### src/lbp_pkg.sv
// shared types and constants for the led blink pattern generator
package lbp_pkg;

    localparam int PAT_WIDTH  = 56;
    localparam int CFG_WIDTH  = 56;
    localparam int DUR_WIDTH  = 16;
    localparam int FLD_WIDTH  = 16;
    localparam int REP_WIDTH  = 8;
    localparam int MODE_WIDTH = 3;
    localparam int IDX_WIDTH  = 3;

    // packed pattern word layout
    localparam int PERIOD_MSB = 55;
    localparam int PERIOD_LSB = 40;
    localparam int ON_MSB     = 39;
    localparam int ON_LSB     = 24;
    localparam int REP_MSB    = 23;
    localparam int REP_LSB    = 16;
    localparam int DELAY_MSB  = 15;
    localparam int DELAY_LSB  = 0;

    localparam logic [MODE_WIDTH-1:0] MODE_MANUAL  = 3'd0;
    localparam logic [MODE_WIDTH-1:0] MODE_SLOWEST = 3'd1;
    localparam logic [MODE_WIDTH-1:0] MODE_NORMAL  = 3'd2;
    localparam logic [MODE_WIDTH-1:0] MODE_FASTEST = 3'd3;
    localparam logic [MODE_WIDTH-1:0] MODE_DOUBLE  = 3'd4;
    localparam logic [MODE_WIDTH-1:0] MODE_TRIPLE  = 3'd5;

    localparam logic [IDX_WIDTH-1:0] CFG_SLOWEST    = 3'd0;
    localparam logic [IDX_WIDTH-1:0] CFG_NORMAL     = 3'd1;
    localparam logic [IDX_WIDTH-1:0] CFG_FASTEST    = 3'd2;
    localparam logic [IDX_WIDTH-1:0] CFG_DOUBLE     = 3'd3;
    localparam logic [IDX_WIDTH-1:0] CFG_TRIPLE     = 3'd4;
    localparam logic [IDX_WIDTH-1:0] CFG_LOCATE_DUR = 3'd5;

    typedef enum logic [1:0] {
        CMD_TICK     = 2'd0,
        CMD_SET_MODE = 2'd1,
        CMD_LOCATE   = 2'd2,
        CMD_SET_LED  = 2'd3
    } t_cmd;

    typedef struct packed {
        t_cmd                  cmd;
        logic [MODE_WIDTH-1:0] mode_sel;
        logic                  led_value;
    } t_in_word;

    typedef struct packed {
        logic led_lit;
        logic locating;
    } t_out_word;

    // controller to datapath
    typedef struct packed {
        logic accept;
        logic loop_step;
        logic final_step;
        logic out_load;
    } t_dp_cmd;

    // datapath to controller
    typedef struct packed {
        logic go_eval;
        logic loop_end;
        logic loop_hit;
    } t_dp_status;

endpackage

### src/lbp_ctrl.sv
// controller state machine: sequences accept, pulse walk, delay check and output load
module lbp_ctrl
    import lbp_pkg::*;
(
    input  logic       i_clk,
    input  logic       i_rst_n,
    input  logic       i_in_valid,
    output logic       o_in_stall,
    output logic       o_out_valid,
    input  logic       i_out_stall,
    input  t_dp_status i_status,
    output t_dp_cmd    o_cmd
);

    typedef enum logic [3:0] {
        S_IDLE  = 4'b0001,
        S_LOOP  = 4'b0010,
        S_FINAL = 4'b0100,
        S_EMIT  = 4'b1000
    } t_state;

    t_state r_state, n_state;
    logic   r_out_valid, n_out_valid;
    logic   w_accept;
    logic   w_load;

    assign w_accept = (r_state == S_IDLE) && i_in_valid;
    // output slot free, or its word leaves this cycle
    assign w_load   = (r_state == S_EMIT) && (!r_out_valid || !i_out_stall);

    always_comb begin
        n_state = r_state;
        unique case (r_state)
            S_IDLE: begin
                if (w_accept) begin
                    n_state = i_status.go_eval ? S_LOOP : S_EMIT;
                end
            end
            S_LOOP: begin
                if (i_status.loop_end) begin
                    n_state = S_FINAL;
                end else if (i_status.loop_hit) begin
                    n_state = S_EMIT;
                end
            end
            S_FINAL: begin
                n_state = S_EMIT;
            end
            S_EMIT: begin
                if (w_load) begin
                    n_state = S_IDLE;
                end
            end
            default: begin
                n_state = S_IDLE;
            end
        endcase
    end

    always_comb begin
        n_out_valid = r_out_valid;
        if (w_load) begin
            n_out_valid = 1'b1;
        end else if (!i_out_stall) begin
            n_out_valid = 1'b0;
        end
    end

    always_ff @(posedge i_clk) begin
        if (!i_rst_n) begin
            r_state     <= S_IDLE;
            r_out_valid <= 1'b0;
        end else begin
            r_state     <= n_state;
            r_out_valid <= n_out_valid;
        end
    end

    assign o_in_stall       = (r_state != S_IDLE);
    assign o_out_valid      = r_out_valid;
    assign o_cmd.accept     = w_accept;
    assign o_cmd.loop_step  = (r_state == S_LOOP);
    assign o_cmd.final_step = (r_state == S_FINAL);
    assign o_cmd.out_load   = w_load;

    a_short_cmd_emits: assert property (@(posedge i_clk) disable iff (!i_rst_n)
        (w_accept && !i_status.go_eval) |=> (r_state == S_EMIT))
        else $error("word without pattern walk did not go to emit");

    a_walk_end_final: assert property (@(posedge i_clk) disable iff (!i_rst_n)
        (r_state == S_LOOP && i_status.loop_end) |=> (r_state == S_FINAL))
        else $error("pulse walk end did not go to delay check");

    a_final_emits: assert property (@(posedge i_clk) disable iff (!i_rst_n)
        (r_state == S_FINAL) |=> (r_state == S_EMIT))
        else $error("delay check did not go to emit");

    a_load_shows: assert property (@(posedge i_clk) disable iff (!i_rst_n)
        w_load |=> (r_out_valid && r_state == S_IDLE))
        else $error("loaded word not shown or controller not idle");

endmodule

### src/lbp_dpath.sv
// datapath: config registers, mode and counter state, pulse walk and output word register
module lbp_dpath
    import lbp_pkg::*;
#(
    parameter int COUNT_WIDTH = 32
) (
    input  logic                 i_clk,
    input  logic                 i_rst_n,
    input  t_dp_cmd              i_cmd,
    output t_dp_status           o_status,
    input  t_in_word             i_in_word,
    input  logic                 i_cfg_we,
    input  logic [IDX_WIDTH-1:0] i_cfg_idx,
    input  logic [CFG_WIDTH-1:0] i_cfg_data,
    output t_out_word            o_out_word
);

    localparam int CW = COUNT_WIDTH;

    logic [PAT_WIDTH-1:0]  r_pat [0:4];
    logic [DUR_WIDTH-1:0]  r_locate_dur;

    logic [MODE_WIDTH-1:0] r_cur, n_cur;
    logic [MODE_WIDTH-1:0] r_saved, n_saved;
    logic                  r_locate, n_locate;
    logic [CW-1:0]         r_cycle, n_cycle;
    logic [CW-1:0]         r_loc, n_loc;
    logic                  r_led, n_led;
    logic [CW-1:0]         r_t, n_t;
    logic [REP_WIDTH-1:0]  r_rep, n_rep;
    t_out_word             r_out;

    logic [PAT_WIDTH-1:0]  w_pat;
    logic [CW-1:0]         w_period, w_on, w_delay, w_dur;
    logic [REP_WIDTH-1:0]  w_reps;
    logic [CW-1:0]         w_cyc_inc, w_loc_inc, w_rest;
    logic [MODE_WIDTH-1:0] w_sel_mode;
    logic                  w_go_eval;
    logic                  w_loop_end, w_loop_hit;

    // live pattern of the mode in force
    always_comb begin
        unique case (r_cur)
            MODE_SLOWEST: w_pat = r_pat[0];
            MODE_NORMAL:  w_pat = r_pat[1];
            MODE_FASTEST: w_pat = r_pat[2];
            MODE_DOUBLE:  w_pat = r_pat[3];
            MODE_TRIPLE:  w_pat = r_pat[4];
            default:      w_pat = '0;
        endcase
    end

    assign w_period = {{(CW-FLD_WIDTH){1'b0}}, w_pat[PERIOD_MSB:PERIOD_LSB]};
    assign w_on     = {{(CW-FLD_WIDTH){1'b0}}, w_pat[ON_MSB:ON_LSB]};
    assign w_delay  = {{(CW-FLD_WIDTH){1'b0}}, w_pat[DELAY_MSB:DELAY_LSB]};
    assign w_reps   = w_pat[REP_MSB:REP_LSB];
    assign w_dur    = {{(CW-DUR_WIDTH){1'b0}}, r_locate_dur};

    // saturating increments
    assign w_cyc_inc = (r_cycle == {CW{1'b1}}) ? r_cycle : r_cycle + {{(CW-1){1'b0}}, 1'b1};
    assign w_loc_inc = (r_loc == {CW{1'b1}}) ? r_loc : r_loc + {{(CW-1){1'b0}}, 1'b1};
    assign w_rest    = r_t - w_delay;

    assign w_sel_mode = (i_in_word.mode_sel > MODE_TRIPLE) ? MODE_MANUAL : i_in_word.mode_sel;
    assign w_loop_end = (r_rep == w_reps);
    assign w_loop_hit = (r_t < w_period);

    always_comb begin
        n_cur     = r_cur;
        n_saved   = r_saved;
        n_locate  = r_locate;
        n_cycle   = r_cycle;
        n_loc     = r_loc;
        n_led     = r_led;
        n_t       = r_t;
        n_rep     = r_rep;
        w_go_eval = 1'b0;
        if (i_cmd.accept) begin
            unique case (i_in_word.cmd)
                CMD_TICK: begin
                    if (r_cur != MODE_MANUAL) begin
                        n_cycle = w_cyc_inc;
                        n_loc   = w_loc_inc;
                        // locate over: fall back to the saved mode
                        if (r_locate && (w_loc_inc > w_dur)) begin
                            n_locate = 1'b0;
                            if (r_saved != r_cur) begin
                                n_cur   = r_saved;
                                n_cycle = '0;
                            end
                        end
                        w_go_eval = (n_cur != MODE_MANUAL);
                        n_t       = n_cycle;
                        n_rep     = '0;
                    end
                end
                CMD_SET_MODE: begin
                    if (w_sel_mode != r_cur) begin
                        n_cur    = w_sel_mode;
                        n_locate = 1'b0;
                        n_cycle  = '0;
                    end
                end
                CMD_LOCATE: begin
                    if (!r_locate) begin
                        n_saved = r_cur;
                        if (r_cur != MODE_DOUBLE) begin
                            n_cur   = MODE_DOUBLE;
                            n_cycle = '0;
                        end
                        n_loc    = '0;
                        n_locate = 1'b1;
                    end
                end
                CMD_SET_LED: begin
                    n_led = i_in_word.led_value;
                end
            endcase
        end else if (i_cmd.loop_step) begin
            // one pulse period per cycle
            if (!w_loop_end) begin
                if (w_loop_hit) begin
                    n_led = (r_t < w_on);
                end else begin
                    n_t   = r_t - w_period;
                    n_rep = r_rep + {{(REP_WIDTH-1){1'b0}}, 1'b1};
                end
            end
        end else if (i_cmd.final_step) begin
            if (r_t < w_delay) begin
                n_led = 1'b0;
            end else begin
                // cycle restarts, keeping the overshoot
                n_cycle = w_rest;
                n_led   = (w_rest < w_on);
            end
        end
    end

    always_ff @(posedge i_clk) begin
        if (!i_rst_n) begin
            r_pat[0]     <= '0;
            r_pat[1]     <= '0;
            r_pat[2]     <= '0;
            r_pat[3]     <= '0;
            r_pat[4]     <= '0;
            r_locate_dur <= '0;
        end else if (i_cfg_we) begin
            unique case (i_cfg_idx)
                CFG_SLOWEST:    r_pat[0]     <= i_cfg_data[PAT_WIDTH-1:0];
                CFG_NORMAL:     r_pat[1]     <= i_cfg_data[PAT_WIDTH-1:0];
                CFG_FASTEST:    r_pat[2]     <= i_cfg_data[PAT_WIDTH-1:0];
                CFG_DOUBLE:     r_pat[3]     <= i_cfg_data[PAT_WIDTH-1:0];
                CFG_TRIPLE:     r_pat[4]     <= i_cfg_data[PAT_WIDTH-1:0];
                CFG_LOCATE_DUR: r_locate_dur <= i_cfg_data[DUR_WIDTH-1:0];
                default: begin
                end
            endcase
        end
    end

    always_ff @(posedge i_clk) begin
        if (!i_rst_n) begin
            r_cur    <= MODE_MANUAL;
            r_saved  <= MODE_MANUAL;
            r_locate <= 1'b0;
            r_cycle  <= '0;
            r_loc    <= '0;
            r_led    <= 1'b0;
        end else begin
            r_cur    <= n_cur;
            r_saved  <= n_saved;
            r_locate <= n_locate;
            r_cycle  <= n_cycle;
            r_loc    <= n_loc;
            r_led    <= n_led;
        end
    end

    always_ff @(posedge i_clk) begin
        r_t   <= n_t;
        r_rep <= n_rep;
        if (i_cmd.out_load) begin
            r_out.led_lit  <= r_led;
            r_out.locating <= r_locate;
        end
    end

    assign o_status.go_eval  = w_go_eval;
    assign o_status.loop_end = w_loop_end;
    assign o_status.loop_hit = w_loop_hit;
    assign o_out_word        = r_out;

    a_locate_is_double: assert property (@(posedge i_clk) disable iff (!i_rst_n)
        r_locate |-> (r_cur == MODE_DOUBLE))
        else $error("locate active outside double tap mode");

    a_walk_bounded: assert property (@(posedge i_clk) disable iff (!i_rst_n)
        i_cmd.loop_step |-> (r_rep <= w_reps))
        else $error("pulse walk ran past the repeat count");

    a_manual_no_walk: assert property (@(posedge i_clk) disable iff (!i_rst_n)
        (i_cmd.loop_step || i_cmd.final_step) |-> (r_cur != MODE_MANUAL))
        else $error("pattern walk in manual mode");

endmodule

### src/led_blink_pattern_generator.sv
// A word that needs no pattern walk goes from accept straight to emit and shows on o_out_valid once loaded.
// A tick in a pattern mode walks the pulses until pulse k (from 0) holds the time, then emits;
// when the walk passes all reps pulses into the dark delay, a delay check comes before emit; the walk
// steps one pulse period per cycle through one subtractor.
// Throughput: one word at a time; the next word is taken once the result is in the output register.
// Reset (synchronous, active low): patterns and duration zero, manual mode, LED off, no word.
module led_blink_pattern_generator
    import lbp_pkg::*;
#(
    parameter int COUNT_WIDTH = 32
) (
    input  logic                 i_clk,
    input  logic                 i_rst_n,
    input  logic                 i_in_valid,
    output logic                 o_in_stall,
    input  t_in_word             i_in_word,
    output logic                 o_out_valid,
    input  logic                 i_out_stall,
    output t_out_word            o_out_word,
    input  logic                 i_cfg_we,
    input  logic [IDX_WIDTH-1:0] i_cfg_idx,
    input  logic [CFG_WIDTH-1:0] i_cfg_data
);

    t_dp_cmd    w_cmd;
    t_dp_status w_status;

    lbp_ctrl u_ctrl (
        .i_clk       (i_clk),
        .i_rst_n     (i_rst_n),
        .i_in_valid  (i_in_valid),
        .o_in_stall  (o_in_stall),
        .o_out_valid (o_out_valid),
        .i_out_stall (i_out_stall),
        .i_status    (w_status),
        .o_cmd       (w_cmd)
    );

    lbp_dpath #(
        .COUNT_WIDTH (COUNT_WIDTH)
    ) u_dpath (
        .i_clk      (i_clk),
        .i_rst_n    (i_rst_n),
        .i_cmd      (w_cmd),
        .o_status   (w_status),
        .i_in_word  (i_in_word),
        .i_cfg_we   (i_cfg_we),
        .i_cfg_idx  (i_cfg_idx),
        .i_cfg_data (i_cfg_data),
        .o_out_word (o_out_word)
    );

endmodule

### config.mk
export PLATFORM = sky130hd
export DESIGN_NAME = led_blink_pattern_generator
export DESIGN_NICKNAME = d
export VERILOG_FILES = /design/src/lbp_pkg.sv /design/src/lbp_ctrl.sv /design/src/lbp_dpath.sv /design/src/led_blink_pattern_generator.sv
export SDC_FILE = /design/constraint.sdc
export NUM_CORES = 1
export LEC_CHECK = 0
export BUFFER_PORTS_ARGS = -buffer_cell sky130_fd_sc_hd__buf_2
export CORE_MARGIN = 2
export CORE_UTILIZATION = 55
export CTS_CLUSTER_DIAMETER = 100
export CTS_CLUSTER_SIZE = 10
export DETAILED_ROUTE_END_ITERATION = 8
export GPL_ROUTABILITY_DRIVEN = 0
export PLACE_DENSITY = 0.72
export SYNTH_ARGS = -nofsm -noshare
export SYNTH_HDL_FRONTEND = slang
export SYNTH_SLANG_ARGS = --single-unit
### constraint.sdc
create_clock -name i_clk -period 8.7 [get_ports i_clk]
set_clock_uncertainty 0.15 [all_clocks]
set_input_delay 1.74 -clock i_clk [delete_from_list [all_inputs] [get_ports i_clk]]
set_output_delay 1.74 -clock i_clk [all_outputs]
set_load 0.05 [all_outputs]
==> impl_metrics.env, run 1 <==
export IMPL_status="complete, no violations"
export IMPL_cts_resized=0
export IMPL_gr_total_overflow=0
export IMPL_end_kind="register"
export IMPL_yosysWarnings=0
export IMPL_finalHoldViolCount=0
export IMPL_insertion_delay_ns=0.60
export IMPL_period_needed_ns=6.69
export IMPL_max_freq_ghz=0.149
export IMPL_drt_iter0_markers=1467
export IMPL_wire_per_inst_um=20.6
export IMPL_hold_class="reg -> reg"
export IMPL_yosysSeqAreaShare=0.519
export IMPL_worstPathCellList="buf_4 > mux2i_1 > o22ai_1 > ha_1 > inv_1 > fa_1 > a211oi_1 > o21ai_0 > a2111oi_0 > o21ai_0 > a22oi_1 > ha_1 > a21o_1 > nor3_1 > nand3_1 > o21ai_0 > nand3b_1 > or4_1 > a311oi_1"
export IMPL_cts_made_buffers=47
export IMPL_leakagePower_uw=0.00816
export IMPL_drv_cap=0
export IMPL_vias=16495
export IMPL_synth_ff_type="edfxtp_1"
export IMPL_rsz0062_at_grt="no"
export IMPL_crit_type="reg -> reg"
export IMPL_slew_viol_final=0
export IMPL_grt_pass1_wl_um=87500
export IMPL_coreArea_um2=39800
export IMPL_grt_max_degree=57
export IMPL_total_power_uw=4850
export IMPL_cts_hold_buffers_added=0
export IMPL_dp_hpwl_um=36700
export IMPL_fin_crit_sh=0.769
export IMPL_die_h_um=205
export IMPL_syn_nets=2243
export IMPL_portBuffers=73
export IMPL_cts_tree="built"
export IMPL_cts_root_buf="clkbuf_16"
export IMPL_ir_drop_mv=0.162
export IMPL_r2r_slack_ns=2.01
export IMPL_clock_path_buffers=3
export IMPL_vias_per_cell=6.18
export IMPL_setup_tns_ns=0
export IMPL_routed_wl_um=55000
export IMPL_start_kind="register"
export IMPL_critPathMaxStageDelay_ns=0.92
export IMPL_row_count=73
export IMPL_synth_ff_latch_count=415
export IMPL_area_growth_pct=9.87
export IMPL_fin_area_um2=24400
export IMPL_crit_path_max_fanout=39
export IMPL_critPathArrivalTime_ns=7.02
export IMPL_worst_slew_pin_slew_ns=1.10
export IMPL_setup_viol=0
export IMPL_postCtsSetupBuffers=0
export IMPL_syn_inst=2086
export IMPL_die_area_um2=42000
export IMPL_firstDrtPassIters=5
export IMPL_cts_htree_levels=2
export IMPL_crit_required_ns=9.03
export IMPL_die_w_um=205
export IMPL_crit_top_cell="o21ai_0"
export IMPL_crit_slowest_cell="a2111oi_0"
export IMPL_drtAntennaViolNets=0
export IMPL_synthArstFlopShare=0
export IMPL_slew_headroom=0.261
export IMPL_placed_area_um2=23000
export IMPL_avgSynthCellArea_um2=10.6
export IMPL_start_util=0.558
export IMPL_synth_area_um2=22200
export IMPL_p_per_area_nw_per_um2=199
export IMPL_grt_antenna_before_repair=1
export IMPL_route_detailed_drc=0
export IMPL_ys_types=76
export IMPL_layout_nets=2267
export IMPL_grtUsageTotal=0.266
export IMPL_io_pin_count=74
export IMPL_grt_pass1_vias=16268
export IMPL_synth_edf_count=322
export IMPL_drive_gt1_frac=0.0947
export IMPL_clk_pin_slew_ns=0.06
export IMPL_numClockSinks=415
[cell usage in the layout (no fill, tap or decap), types with 14 or more instances in the layout]
cell type and count:
a211oi_1 17, a21o_1 24, a21oi_1 175, a2bb2oi_1 16
and2_1 67, and3_1 14, buf_2 73, buf_4 24
clkbuf_1 32, clkbuf_16 47, dfxtp_1 90, edfxtp_1 322
ha_1 85, inv_1 48, mux2i_1 113, nand2_1 124
nand2b_1 16, nand3_1 50, nand4_1 25, nor2_1 184
nor2b_1 17, nor3_1 49, o21a_1 21, o21ai_0 83
o22a_1 46, o22ai_1 35, or3_1 24, xnor2_1 71
xor2_1 39
[power breakdown]
part	switching [uW]	leakage, uW	internal [uW]
Clock	780	0.000640	1010
Sequential	69.2	0.00385	2280
Combinational	434	0.00367	275
Total	1280	0.00816	3570
[stage by stage]
step	util	hold slack, ns	std cells	worst slack (ns)
final	0.613	0.307	2670	2.01
after global routing	0.613	0.329	2670	1.48
after CTS	0.613	0.312	2669	2.15
after detailed placement	0.579	0.304	2586	2.19
after global placement	0.579	0.300	2586	2.34
after floorplan	-	0.252	2086	1.99
[worst max-delay path: cells and delay by family, from the launching register on]
kind            cells  cell delay, ns
compound gates      9            2.91
simple gates        4            0.98
fa+ha+maj           3            0.92
flops               1            0.73
buf+inv             2            0.72
mux                 1            0.16
[path summary, 6_finish.rpt]
path | end | cells after the start | start
worst max register to register | u_dpath.r_led$_SDFFE_PN0P_ | 19 | u_dpath.r_cur[0]$_SDFFE_PN0P_
worst min register to register | u_dpath.r_locate_dur[12]$_SDFFE_PN0P_ | 2 | u_dpath.r_locate_dur[12]$_SDFFE_PN0P_
worst min-delay path | u_dpath.r_locate_dur[12]$_SDFFE_PN0P_ | 2 | u_dpath.r_locate_dur[12]$_SDFFE_PN0P_
worst max-delay path | u_dpath.r_led$_SDFFE_PN0P_ | 19 | u_dpath.r_cur[0]$_SDFFE_PN0P_
[synth_stat cells, drive strengths merged, types with 9 or more instances]
master,n,share of area
nand4,25,0.0070
nand2b,17,0.0048
a211oi,17,0.0057
nor3,49,0.011
and4,12,0.0047
clkbuf,96,0.016
nand3,50,0.011
a2bb2oi,16,0.0063
or2,13,0.0037
buf,26,0.0049
or4,14,0.0051
o21ai,89,0.020
nor2b,18,0.0051
and3,14,0.0039
mux2,9,0.0046
mux2i,113,0.051
edfxtp,322,0.44
o22ai,35,0.0099
or3,26,0.0078
xnor2,71,0.028
and2,69,0.019
inv,49,0.0083
a31oi,9,0.0025
nor2,185,0.031
a22oi,12,0.0041
ha,85,0.048
a21oi,178,0.040
o21a,21,0.0071
dfxtp,93,0.084
xor2,39,0.015
nand2,126,0.021
a21o,24,0.0081
o22a,46,0.018
nor4,13,0.0039
[layout make-up]
| cell class | instances | area (um2) |
|---|---|---|
| antenna | 1 | 2.50 |
| clock buffer | 79 | 1300 |
| clock inverter | 4 | 62.6 |
| fill | 3252 | 15400 |
| inverter | 49 | 184 |
| multi-input combinational | 1500 | 10100 |
| sequential | 415 | 11500 |
| tap | 525 | 657 |
| timing repair buffer | 97 | 546 |
[kinds of logic (layout without fill, tap and decap cells)]
family / count (synthesis) / count (layout) / share of synthesized area
AO/OA/AOI/OAI: 525 / 525 / 0.153
XOR/XNOR: 110 / 110 / 0.0434
adder cells (fa/ha/maj): 87 / 87 / 0.0497
buffers and inverters: 171 / 229 / 0.0295
flip-flops: 415 / 415 / 0.519
multiplexers: 122 / 122 / 0.0555
other: 0 / 1 / 0
AND/OR/NAND/NOR: 656 / 656 / 0.150
[layer usage]
| layer | GRT usage | share of wire | wire [um] |
|---|---|---|---|
| met1 | 0.361 | 0.44 | 24000 |
| met2 | 0.432 | 0.47 | 26000 |
| met3 | 0.0385 | 0.058 | 3160 |
| met4 | 0.102 | 0.033 | 1840 |
| met5 | 0 | 0 | 0 |
[state kept, by name (all words and copies together), names as in the netlist, 2 cells and up]
name                  count
u_dpath.r_pat           280
u_dpath.r_loc            32
u_dpath.r_rep             8
u_dpath.r_locate_dur     16
u_dpath.r_saved           3
u_dpath.r_t              32
u_dpath.r_cycle          32
u_dpath.r_cur             3
u_ctrl.r_state            4
u_dpath.o_out_word        2
No activity file was read; power rests on OpenSTA's default activity.
==> run 2: changes to the inputs <==
- clock period: 8.7 -> 6.22 ns (I/O delays scaled with it)
==> impl_metrics.env, run 2 (synthesized netlist as in run 1, its figures left out) <==
export IMPL_status="complete, no violations"
export IMPL_insertion_delay_ns=0.59
export IMPL_grt_antenna_before_repair=0
export IMPL_grt_pass1_vias=16235
export IMPL_largest_reg_flops=280
export IMPL_n_antenna_cell=0
export IMPL_slew_viol_final=0
export IMPL_crit_start="u_dpath.r_cur[0]$_SDFFE_PN0P_"
export IMPL_finalWorstSetupSlack_ns=0.470
export IMPL_intPower_uw=5020
export IMPL_vias=16806
export IMPL_cts_made_buffers=47
export IMPL_gr_total_overflow=0
export IMPL_p_per_area_nw_per_um2=278
export IMPL_grtUsageTotal=0.271
export IMPL_p_comb_frac=0.150
export IMPL_layout_nets=2283
export IMPL_start_util=0.558
export IMPL_max_freq_ghz=0.174
export IMPL_hold_class="reg -> reg"
export IMPL_utilization=0.616
export IMPL_clk_pin_slew_ns=0.06
export IMPL_wire_per_inst_um=21.2
export IMPL_busiest_layer="met2"
export IMPL_cts_resized=0
export IMPL_crit_path_max_fanout=23
export IMPL_worst_slew_pin_slew_ns=1.12
export IMPL_finalHoldViolCount=0
export IMPL_top_register="u_dpath.r_pat"
export IMPL_portBuffers=73
export IMPL_crit_type="reg -> reg"
export IMPL_row_count=73
export IMPL_crit_required_ns=6.56
export IMPL_grt_pass1_wl_um=88700
export IMPL_nFillCells=3230
export IMPL_drv_cap=0
export IMPL_die_h_um=205
export IMPL_period_needed_ns=5.75
export IMPL_power_switching_uw=1800
export IMPL_mostFrequentLayoutCells="edfxtp_1, nor2_1, a21oi_1"
export IMPL_slew_headroom=0.232
export IMPL_pwr_share_clk=0.371
export IMPL_setup_viol=0
export IMPL_leakagePower_uw=0.00825
export IMPL_dp_hpwl_um=38400
export IMPL_ir_drop_mv=0.264
export IMPL_cts_root_buf="clkbuf_16"
export IMPL_pre_cts_slack_ns=0.603
export IMPL_io_pin_count=74
export IMPL_netSwitchingFraction=0.264
export IMPL_coreArea_um2=39800
export IMPL_drtAntennaViolNets=0
export IMPL_cts_hold_buffers_added=0
export IMPL_r2r_start="u_dpath.r_cur[0]$_SDFFE_PN0P_"
export IMPL_r2r_slack_ns=0.47
export IMPL_postCtsSetupBuffers=0
export IMPL_clock_path_buffers=3
export IMPL_use_met1=0.367
export IMPL_gr_usage_met2=0.454
export IMPL_grt_max_degree=57
export IMPL_fin_crit_sh=0.924
export IMPL_routed_wl_um=56700
export IMPL_critPathArrivalTime_ns=6.09
export IMPL_layout_commonest_cell="edfxtp_1"
export IMPL_numClockSinks=415
export IMPL_drt_iter0_markers=1401
export IMPL_worstRegToRegCells=21
export IMPL_die_area_um2=42000
export IMPL_end_kind="register"
export IMPL_worstSetupEndpoint="u_dpath.r_led$_SDFFE_PN0P_"
export IMPL_cts_tree="built"
export IMPL_die_w_um=205
export IMPL_start_kind="register"
export IMPL_drive_gt1_frac=0.101
export IMPL_cts_htree_levels=2
export IMPL_setup_tns_ns=0
export IMPL_route_detailed_drc=0
export IMPL_rsz0062_at_grt="no"
export IMPL_power_share_sequential=0.479
export IMPL_grtUsageMet3=0.0356
export IMPL_area_growth_pct=10.5
export IMPL_firstDrtPassIters=5
export IMPL_timing_rr_end="u_dpath.r_led$_SDFFE_PN0P_"
export IMPL_vias_per_cell=6.27
run 2: worst min-delay path by stage:
stage	startpoint	end	slack, ns	cells after the start
after floorplan	u_dpath.r_led$_SDFFE_PN0P_	u_dpath.o_out_word[1]$_DFFE_PP_	0.25	0
after global placement	u_dpath.r_locate_dur[8]$_SDFFE_PN0P_	u_dpath.r_locate_dur[8]$_SDFFE_PN0P_	0.30	2
after detailed placement	u_dpath.r_locate_dur[8]$_SDFFE_PN0P_	u_dpath.r_locate_dur[8]$_SDFFE_PN0P_	0.30	2
after CTS	u_dpath.r_locate_dur[8]$_SDFFE_PN0P_	u_dpath.r_locate_dur[8]$_SDFFE_PN0P_	0.31	2
after global routing	u_dpath.r_locate_dur[7]$_SDFFE_PN0P_	u_dpath.r_locate_dur[7]$_SDFFE_PN0P_	0.33	2
final	u_dpath.r_locate_dur[8]$_SDFFE_PN0P_	u_dpath.r_locate_dur[8]$_SDFFE_PN0P_	0.31	2
run 2: worst max-delay path: stages, from the launching register on:
cell       delay, ns
dfxtp_4         0.60
inv_1           0.15
buf_4           0.24
nor2_1          0.12
a21oi_1         0.06
o22a_1          0.24
fa_1            0.47
a211oi_1        0.34
o21ai_0         0.22
a2111oi_0       0.50
buf_4           0.20
nor2_1          0.05
o21ai_0         0.17
a22oi_1         0.11
ha_1            0.34
a21o_1          0.18
nor3_1          0.26
nand3_1         0.10
o21ai_0         0.25
nand3b_1        0.11
or4_1           0.52
a311oi_1        0.27
run 2: metal layers:
layer,wire length [um],vias up,share of wire
met5,0,-,0
met4,1590,0,0.028
met3,3840,100,0.068
met2,27000,627,0.48
met1,24300,8189,0.43
li1,-,7890,-
run 2: power groups by stage:
stage / registers [uW] / clock network (uW) / logic (uW)
floorplan: 3300 / 0 / 718
global placement: 3310 / 0 / 977
detailed placement: 3320 / 0 / 1010
CTS: 3270 / 2560 / 1020
global route: 3290 / 2670 / 1120
finish: 3270 / 2530 / 1030
run 2: per-stage QoR:
stage | total power [uW] | area, um2 | std cells | hold slack, ns
floorplan | 4020 | 22200 | 2086 | 0.252
CTS | 6840 | 24500 | 2680 | 0.306
finish | 6830 | 24500 | 2680 | 0.306
detailed placement | 4330 | 23200 | 2602 | 0.298
global route | 7070 | 24500 | 2680 | 0.329
global placement | 4290 | 23200 | 2602 | 0.298
run 2: cell type report:
type                    count  area, um2  share of cell area
flip-flops and latches    415      11500               0.470
multi-input cells        1500      10100               0.412
clock buffers              74       1280              0.0521
repair buffers            113        678              0.0276
well taps                 525        657              0.0268
inverters                  49        184             0.00750
clock inverters             4       85.1             0.00347
==> run 3: changes to the inputs <==
- clock period: 6.22 -> 5.4 ns (I/O delays scaled with it)
==> impl_metrics.env, run 3 (synthesized netlist as in run 1, its figures left out) <==
export IMPL_area_growth_pct=11.5
export IMPL_finalHoldViolCount=0
export IMPL_worstRegToRegCells=16
export IMPL_layout_nets=2305
export IMPL_row_count=73
export IMPL_postCtsSetupBuffers=0
export IMPL_min_path_cells=2
export IMPL_clk_pin_slew_ns=0.06
export IMPL_crit_required_ns=5.53
export IMPL_final_cells=2708
export IMPL_clock_path_buffers=3
export IMPL_drv_cap=0
export IMPL_nFillCells=3251
export IMPL_drtAntennaViolNets=0
export IMPL_cts_tree="built"
export IMPL_intPower_uw=5770
export IMPL_drt_iter0_markers=1465
export IMPL_cts_hold_buffers_added=0
export IMPL_setup_tns_ns=0
export IMPL_drive_gt1_frac=0.113
export IMPL_die_area_um2=42000
export IMPL_start_kind="register"
export IMPL_fin_crit_sh=0.956
export IMPL_pwr_share_clk=0.369
export IMPL_route_detailed_drc=0
export IMPL_setup_viol=0
export IMPL_crit_type="reg -> reg"
export IMPL_routed_wl_um=56900
export IMPL_leakagePower_uw=0.00837
export IMPL_netSwitchingFraction=0.267
export IMPL_status="complete, no violations"
export IMPL_n_antenna_cell=0
export IMPL_grtUsageTotal=0.271
export IMPL_p_comb_frac=0.153
export IMPL_max_freq_ghz=0.194
export IMPL_fin_hold_ws_ns=0.303
export IMPL_mostFrequentLayoutCells="edfxtp_1, nor2_1, a21oi_1"
export IMPL_vias_per_cell=6.20
export IMPL_grt_antenna_before_repair=0
export IMPL_insertion_delay_ns=0.59
export IMPL_end_kind="register"
export IMPL_vias=16781
export IMPL_cts_resized=0
export IMPL_slew_viol_final=0
export IMPL_total_power_uw=7880
export IMPL_crit_path_max_fanout=25
export IMPL_dp_hpwl_um=38200
export IMPL_start_util=0.558
export IMPL_gr_total_overflow=0
export IMPL_power_switching_uw=2110
export IMPL_worst_slew_pin_slew_ns=1.14
export IMPL_period_needed_ns=5.16
export IMPL_hold_class="reg -> reg"
export IMPL_grt_pass1_vias=16134
export IMPL_cts_htree_levels=2
export IMPL_critPathArrivalTime_ns=5.29
export IMPL_die_h_um=205
export IMPL_power_share_sequential=0.478
export IMPL_io_pin_count=74
export IMPL_cts_root_buf="clkbuf_16"
export IMPL_finalWorstSetupSlack_ns=0.240
export IMPL_p_per_area_nw_per_um2=318
export IMPL_slew_headroom=0.240
export IMPL_numClockSinks=415
export IMPL_firstDrtPassIters=8
export IMPL_ir_drop_mv=0.285
export IMPL_wire_per_inst_um=21.0
export IMPL_layout_commonest_cell="edfxtp_1"
export IMPL_portBuffers=73
export IMPL_pre_cts_slack_ns=0.122
export IMPL_grt_pass1_wl_um=88500
export IMPL_grt_max_degree=57
export IMPL_coreArea_um2=39800
export IMPL_top_register="u_dpath.r_pat"
export IMPL_die_w_um=205
export IMPL_dp_cells=2624
export IMPL_largest_reg_flops=280
export IMPL_cts_made_buffers=47
## run 3: cell count changes in the layout (fill, tap and decap cells not counted), moves of 2 or more
cell and change:
o21ai_0 -4, nor3_2 +2, buf_4 +19, clkbuf_1 +6, o21ai_1 +4, buf_6 +2, nor3_1 -2
## run 3: critical path, stage by stage (launching register included)
cell and delay, ns:
dfxtp_4 0.42, buf_4 0.43, mux2i_1 0.26, nor2_1 0.06, a21oi_1 0.15, o22ai_1 0.12
ha_1 0.24, fa_1 0.42, nor2b_1 0.20, o31a_1 0.20, o221a_2 0.28, a311oi_1 0.14
o41ai_2 0.60, nor2_1 0.13, or3b_2 0.56, nand2_4 0.20, buf_4 0.27
## run 3: final timing paths
path                                                            from                                   end  slack, ns
worst min-delay path            u_dpath.r_locate_dur[9]$_SDFFE_PN0P_  u_dpath.r_locate_dur[9]$_SDFFE_PN0P_       0.30
worst max register to register         u_dpath.r_cur[1]$_SDFFE_PN0P_             u_dpath.r_t[29]$_DFFE_PP_       0.24
worst min register to register  u_dpath.r_locate_dur[9]$_SDFFE_PN0P_  u_dpath.r_locate_dur[9]$_SDFFE_PN0P_       0.30
worst max-delay path                   u_dpath.r_cur[1]$_SDFFE_PN0P_             u_dpath.r_t[29]$_DFFE_PP_       0.24
## run 3: per-layer routing
layer | GRT usage | part of all wire | up-vias
met3 | 0.0360 | 0.068 | 111
met5 | 0 | 0 | -
met4 | 0.0999 | 0.033 | 0
met1 | 0.377 | 0.43 | 8140
met2 | 0.436 | 0.46 | 601
li1 | - | - | 7929
## run 3: power by group through the flow
stage / combinational [uW] / clock, uW / sequential (uW)
3_5_place_dp: 1170 / 0 / 3820
4_1_cts: 1180 / 2940 / 3760
2_1_floorplan: 833 / 0 / 3800
5_1_grt: 1310 / 3060 / 3780
3_3_place_gp: 1130 / 0 / 3810
6_report: 1210 / 2910 / 3760
## run 3: cell type report
cell class,instances,area [um2],area share
inverters,49,184,0.00742
well taps,525,657,0.0265
clock buffers,80,1300,0.0525
repair buffers,135,858,0.0346
multi-input cells,1500,10200,0.411
flip-flops and latches,415,11500,0.466
clock inverters,4,62.6,0.00252
## run 3: metrics by stage
step,area (um2),utilization
floorplan,22300,-
global placement,23400,0.587
detailed placement,23400,0.587
CTS,24700,0.621
global route,24800,0.622
finish,24800,0.622
